`config.mk`:
```
export PLATFORM = sky130hd
export DESIGN_NAME = ktmg_front
export DESIGN_NICKNAME = d
export VERILOG_FILES = /design/src/sv/ktmg_pkg.sv /design/src/sv/ktmg_front.sv
export SDC_FILE = /design/constraint.sdc
export NUM_CORES = 1
export LEC_CHECK = 0
export BUFFER_PORTS_ARGS = -buffer_cell sky130_fd_sc_hd__buf_2
export CAP_MARGIN = 20
export CORE_UTILIZATION = 52
export DETAILED_ROUTE_END_ITERATION = 6
export HOLD_SLACK_MARGIN = 0.12
export PLACE_DENSITY = 0.79
export SETUP_SLACK_MARGIN = 0.4
export SLEW_MARGIN = 20
export SYNTH_ARGS = -nofsm -noshare
export SYNTH_HDL_FRONTEND = slang
export SYNTH_SLANG_ARGS = --single-unit
export TNS_END_PERCENT = 10
```
`constraint.sdc`:
```
create_clock -name aclk -period 5.5 [get_ports aclk]
set_input_delay 0.55 -clock aclk [delete_from_list [all_inputs] [get_ports aclk]]
set_output_delay 0.55 -clock aclk [all_outputs]
set_load 0.03 [all_outputs]
```
`src/sv/ktmg_pkg.sv`:
```
`timescale 1ns / 1ps
`default_nettype none
package ktmg_pkg;

    localparam int TABLE_DEPTH = 64;
    localparam int SCAN_MAX    = 32;
    localparam int IDX_W  = (TABLE_DEPTH > 1) ? $clog2(TABLE_DEPTH) : 1;
    localparam int CNT_W  = $clog2(TABLE_DEPTH + 1);
    localparam int SCAN_W = $clog2(SCAN_MAX + 1);

    localparam logic [2:0] CMD_CLEAR  = 3'd0;
    localparam logic [2:0] CMD_MERGE  = 3'd1;
    localparam logic [2:0] CMD_UPSERT = 3'd2;
    localparam logic [2:0] CMD_LOOKUP = 3'd3;
    localparam logic [2:0] CMD_SCAN   = 3'd4;

    typedef enum logic [2:0] {
        OP_CLEAR,
        OP_MERGE,
        OP_UPSERT,
        OP_LOOKUP,
        OP_SCAN,
        OP_NOP
    } op_t;

    typedef struct packed {
        logic [31:0] key;
        logic [31:0] geo;
        logic [16:0] score;
        logic [16:0] fail;
        logic [31:0] cnt;
    } rec_t;

    localparam int REC_W = $bits(rec_t);

    typedef struct packed {
        op_t  op;
        rec_t rec;
        logic eod;
    } item_t;

    typedef struct packed {
        rec_t       rec;
        logic       found;
        logic       accepted;
        logic       stored;
        logic [7:0] acnt;
        logic       valid_res;
        logic       last;
    } res_t;

endpackage
`default_nettype wire

```
`src/sv/ktmg_front.sv`:
```
`timescale 1ns / 1ps
`default_nettype none
module ktmg_front import ktmg_pkg::*; (
    input  wire logic        aclk,
    input  wire logic        aresetn,
    input  wire logic        s_valid,
    output logic             s_ready,
    input  wire logic [2:0]  s_cmd,
    input  wire logic [31:0] s_rec_key,
    input  wire logic [31:0] s_geometry_ref,
    input  wire logic [16:0] s_mean_f1,
    input  wire logic [16:0] s_fail_rate,
    input  wire logic [31:0] s_samples,
    input  wire logic        s_end_of_delta,
    output logic             q_valid,
    output item_t            q_item,
    input  wire logic        q_pop
);

    // Two-entry queue of decoded items.
    item_t      slot_reg [2];
    logic       wr_ptr_reg;
    logic       rd_ptr_reg;
    logic [1:0] fill_reg;
    item_t      in_item;
    logic       push;
    logic       pop;

    always_comb begin
        unique case (s_cmd)
            CMD_CLEAR:  in_item.op = OP_CLEAR;
            CMD_MERGE:  in_item.op = OP_MERGE;
            CMD_UPSERT: in_item.op = OP_UPSERT;
            CMD_LOOKUP: in_item.op = OP_LOOKUP;
            CMD_SCAN:   in_item.op = OP_SCAN;
            default:    in_item.op = OP_NOP;
        endcase
        in_item.rec.key   = s_rec_key;
        in_item.rec.geo   = s_geometry_ref;
        in_item.rec.score = s_mean_f1;
        in_item.rec.fail  = s_fail_rate;
        in_item.rec.cnt   = s_samples;
        in_item.eod       = s_end_of_delta;
    end

    assign s_ready = (fill_reg != 2'd2);
    assign q_valid = (fill_reg != 2'd0);
    assign q_item  = slot_reg[rd_ptr_reg];
    assign push    = s_valid && s_ready;
    assign pop     = q_pop && q_valid;

    always_ff @(posedge aclk) begin
        if (!aresetn) begin
            wr_ptr_reg <= 1'b0;
            rd_ptr_reg <= 1'b0;
            fill_reg   <= 2'd0;
        end else begin
            if (push) begin
                wr_ptr_reg <= ~wr_ptr_reg;
            end
            if (pop) begin
                rd_ptr_reg <= ~rd_ptr_reg;
            end
            if (push && !pop) begin
                fill_reg <= fill_reg + 2'd1;
            end else if (pop && !push) begin
                fill_reg <= fill_reg - 2'd1;
            end
        end
    end

    always_ff @(posedge aclk) begin
        if (push) begin
            slot_reg[wr_ptr_reg] <= in_item;
        end
    end

endmodule
`default_nettype wire

```
Yosys cells after proc, flatten, opt, wreduce, memory -nomap -nowiden --
Memory sizes are Yosys's and may differ from the RTL's. A register that Yosys moved wholly into a read port is not among the register bits. Index checks and enable logic that the tools add are counted.
Storage, ports and cells: register bits after elaboration 4, bits in writable memories 268, output and inout bits 136, memories 1
Memory list:
- slot_reg | depth 2, bits a word 134, read ports 1, clocked after Yosys merged registers in 1, write ports 1, RTL line ktmg_front.sv:21 | item_t slot_reg [2];
Cells by class: add/sub/neg operators 2, eq/ne operators 5, mux-type cells 7, bitwise operators 2, reductions and logical operators 9
Operators by type and width (number):
- $pmux 3 s5 | 1
- $eq 3x2->1 const B | 2
- $logic_and 1x1->1 | 4
- $mux 1 | 4
- $mux 2 | 2
- $reduce_bool 2->1 | 2
- $eq 3x1->1 const B | 1
- $eq 3x3->1 const B | 1
- $logic_not 3->1 | 1
- $add 2x1->2 const B | 1
- $logic_not 1->1 | 2
- $ne 2x2->1 const B | 1
- $not 1->1 | 2
- $sub 2x1->2 const B | 1

Depth between registers and ports, before layout --
depth in word-level cells 6, mapped depth 6

Worst setup path before layout --
OpenSTA, ideal clock, no wires.
path type reg2reg, start point register fill_reg[0], end point memory slot_reg[1][0] in the netlist's numbering (enable), arrival 3.766 ns, setup slack 1.224 ns, cell stages (with the launch flop) 3, path buffers 0, clock period less this slack 4.276 ns, cell sequence dfxtp_1 nand2b_4 and3_1
On the way: cells in the longest elaborated chain, start to end 4
Ends and longest elaborated chain:
- start: declaration | RTL line ktmg_front.sv:24 | logic [1:0] fill_reg;
- start signal: assignment | RTL line ktmg_front.sv:65 | fill_reg <= fill_reg + 2'd1;
- start signal: assignment | RTL line ktmg_front.sv:67 | fill_reg <= fill_reg - 2'd1;
- $ne 2x2->1 | RTL line ktmg_front.sv:46 | assign s_ready = (fill_reg != 2'd2);
- named net s_ready | RTL line ktmg_front.sv:7 | output logic s_ready,
- $logic_and 1x1->1 | RTL line ktmg_front.sv:49 | assign push = s_valid && s_ready;
- $mux 1 | RTL line ktmg_front.sv:73 | if (push) begin
- $mux 1 (implied by the code) | RTL line ktmg_front.sv:74 | slot_reg[wr_ptr_reg] <= in_item;
- end: declaration | RTL line ktmg_front.sv:21
The timed path passes the listed nets, and every way through them passes these cells.

==> impl_metrics.yaml <==
setup_path:
  critical_path.max_fanout: 74
  crit_family: "flip-flops"
  path_cells: "buf_12 > mux2_2 > buf_2"
  startpoint_type: "register"
  worstPathArrival_ps: 2570
  worstReg2RegEnd: "slot_reg[0][40]"
  crit_buf_inv: 2
  end_kind: "output port"
  r2r_slack_ps: 2990
  cp.required_ps: 4950
  max_stage_delay_ps: 890
  r2r_start: "fill_reg[0]"
  critPathKind: "reg2out"
  rr_worst_depth: 4
  crit_path_top_delay_cell: "dfxtp_4"
sta:
  hold_viol_final: 0
  max_freq_mhz: 320
  maxSlewViolCount: 0
  tightest_slew_ps: 1090
  setup_viol: 0
  relSlewSlack_pct: 27.6
  fin_tns_setup_ps: 0
  period_share_pct: 56.8
  rsz0062_at_grt: "false"
  worst_clock_skew_ps: 12.7
  holdWs_ps: 213
  period_minus_slack_ps: 3120
cts:
  clockBufferDepth: 3
  cts_hold_buffers: 0
  clock-sinks: 273
  cts.clk_slew.worst_paths_ps: 60
  cts_buffers: 27
  cts_tree: "built"
  cts-htree-levels: 1
  root_buffer: "clkbuf_16"
  insertion_delay_ps: 520
  cts_setup_buffers: 0
  cts-resized-gates: 0
hold_path:
  hold_start: "s_samples[27]"
  hold-path-cell-count: 1
  min_to: "slot_reg[1][28]"
  hp-class: "in2reg"
yosys:
  syn_avg_cell_area_sq_um: 22.9
  synth_fa_ha_area_share_pct: 0.123
  yosysWarnings: 0
  netlist_instances: 444
  synthSimpleGateAreaFrac_pct: 0.701
  synth_fp_nets: 583
  syn-cell-area_sq_mm: 0.0102
  yosysTopAreaCell: "edfxtp_1"
  ys_ff_latch: 273
  yosysUniqueCellTypes: 24
  synth-compound-area-share_pct: 0.418
  synth.area.mux_share_pct: 17.1
  synth_xor_area_share_pct: 0.258
  ys_top_cells_by_area: "edfxtp_1, mux2_4, mux2_2"
  synth_top_area_share_pct: 79.2
  seq_area_frac_synth_pct: 80.1
  synth_top_family_by_area: "multiplexers"
cells_and_area:
  stdcell_count: 1012
  regArea_sq_mm: 0.00815
  drive_gt1_share_pct: 60.0
  largest_reg_flops: 268
  fill_cells: 1271
  final_cell_mix: "buf_2, edfxtp_1, mux2_2"
  nets: 873
  final_common_cell: "buf_2"
  area_delta_synth_final_pct: 23.9
  multi_input_area_sq_mm: 0.00189
pwr:
  p_per_area_mw_per_mm2: 498
  power_mw: 6.27
  leakage_nw: 4.80
  vdd_ir_drop_max_mv: 0.383
global_route:
  grt_pass1_wl_um: 27600
  track_usage_pct: 17.9
  grt_max_degree: 82
  grt_pass1_vias: 5403
  gr-total-overflow: 0
  antenna_found_initial: 1
floorplan:
  design.portCount: 274
  die_area_sq_mm: 0.0201
  core_area_sq_mm: 0.0190
  rows: 50
  fp.dieW_um: 142
  die_h_um: 142
  initial_utilization_pct: 53.6
flow_run:
  maxCapViolations: 0
detailed_routing:
  drc: 0
  wire_per_inst_um: 18.2
  drtPass1Iterations: 6
  wl_um: 18400
  final_antenna_net_count: 0
  first_iter_violations: 231
  num_vias: 5088
  vias_per_cell: 5.03
placement:
  gp_congestion: 0.768
  place_hpwl_um: 12000
  port_buffers: 273
  place_inst: 965
outcome:
  status: "complete, no violations"
per-stage QoR:
step	utilization, %	area, sq um	setup slack, ps
floorplan	-	10200	1220
global placement	62.2	11800	2930
detailed placement	62.2	11800	2870
CTS	66.4	12600	2340
global route	66.4	12600	2240
finish	66.4	12600	2380
worst max-delay path by stage:
stage                      endpoint  cells past startpoint
floorplan            slot_reg[1][0]                      2
global placement          q_item[2]                      3
detailed placement  slot_reg[0][88]                      4
CTS                       q_item[2]                      3
global route              q_item[1]                      3
finish                    q_item[1]                      3
cells in the mapped netlist:
cell and n:
buf_2 7, mux2_4 60, inv_1 1, xnor2_1 2, o21ai_1 1, nand2b_4 1, xor2_1 1, and3_1 1
mux2_2 74, clkbuf_1 1, or3_1 1, nand3b_1 1, nor2b_1 1, dfxtp_1 5, ha_1 1, and2_1 4
a21o_1 1, a21boi_0 1, buf_6 8, o21ai_0 1, edfxtp_1 268, a21boi_1 1, a21bo_2 1, or2_2 1
where the power goes:
group	internal (mW)	switching (mW)	total, mW
Clock	0.986	0.706	1.69
Sequential	2.60	0.133	2.74
Combinational	0.699	1.15	1.84
layer usage:
layer,up-vias,GRT usage [%],part of all wire (%)
li1,2345,-,-
met1,2487,20.6,39
met2,224,31.8,50
met3,32,5.57,8.9
met4,0,5.38,1.7
met5,-,0,0
layout make-up:
type / instances / share of cell area [%]
sequential: 273 / 64.7
multi-input combinational: 154 / 15.0
timing repair buffer: 277 / 11.2
clock buffer: 34 / 5.57
tap: 260 / 2.58
clock inverter: 11 / 0.805
inverter: 1 / 0.0695
antenna: 2 / 0.0397
kinds of logic (layout without fill, tap and decap cells):
family / after synthesis / count (layout)
other cells: 0 / 2
simple gates: 10 / 10
mux: 134 / 134
fa+ha+maj: 1 / 1
buf+inv: 17 / 323
flops: 273 / 273
xor+xnor: 3 / 3
compound gates: 6 / 6
No activity file was read; power rests on OpenSTA's default activity.
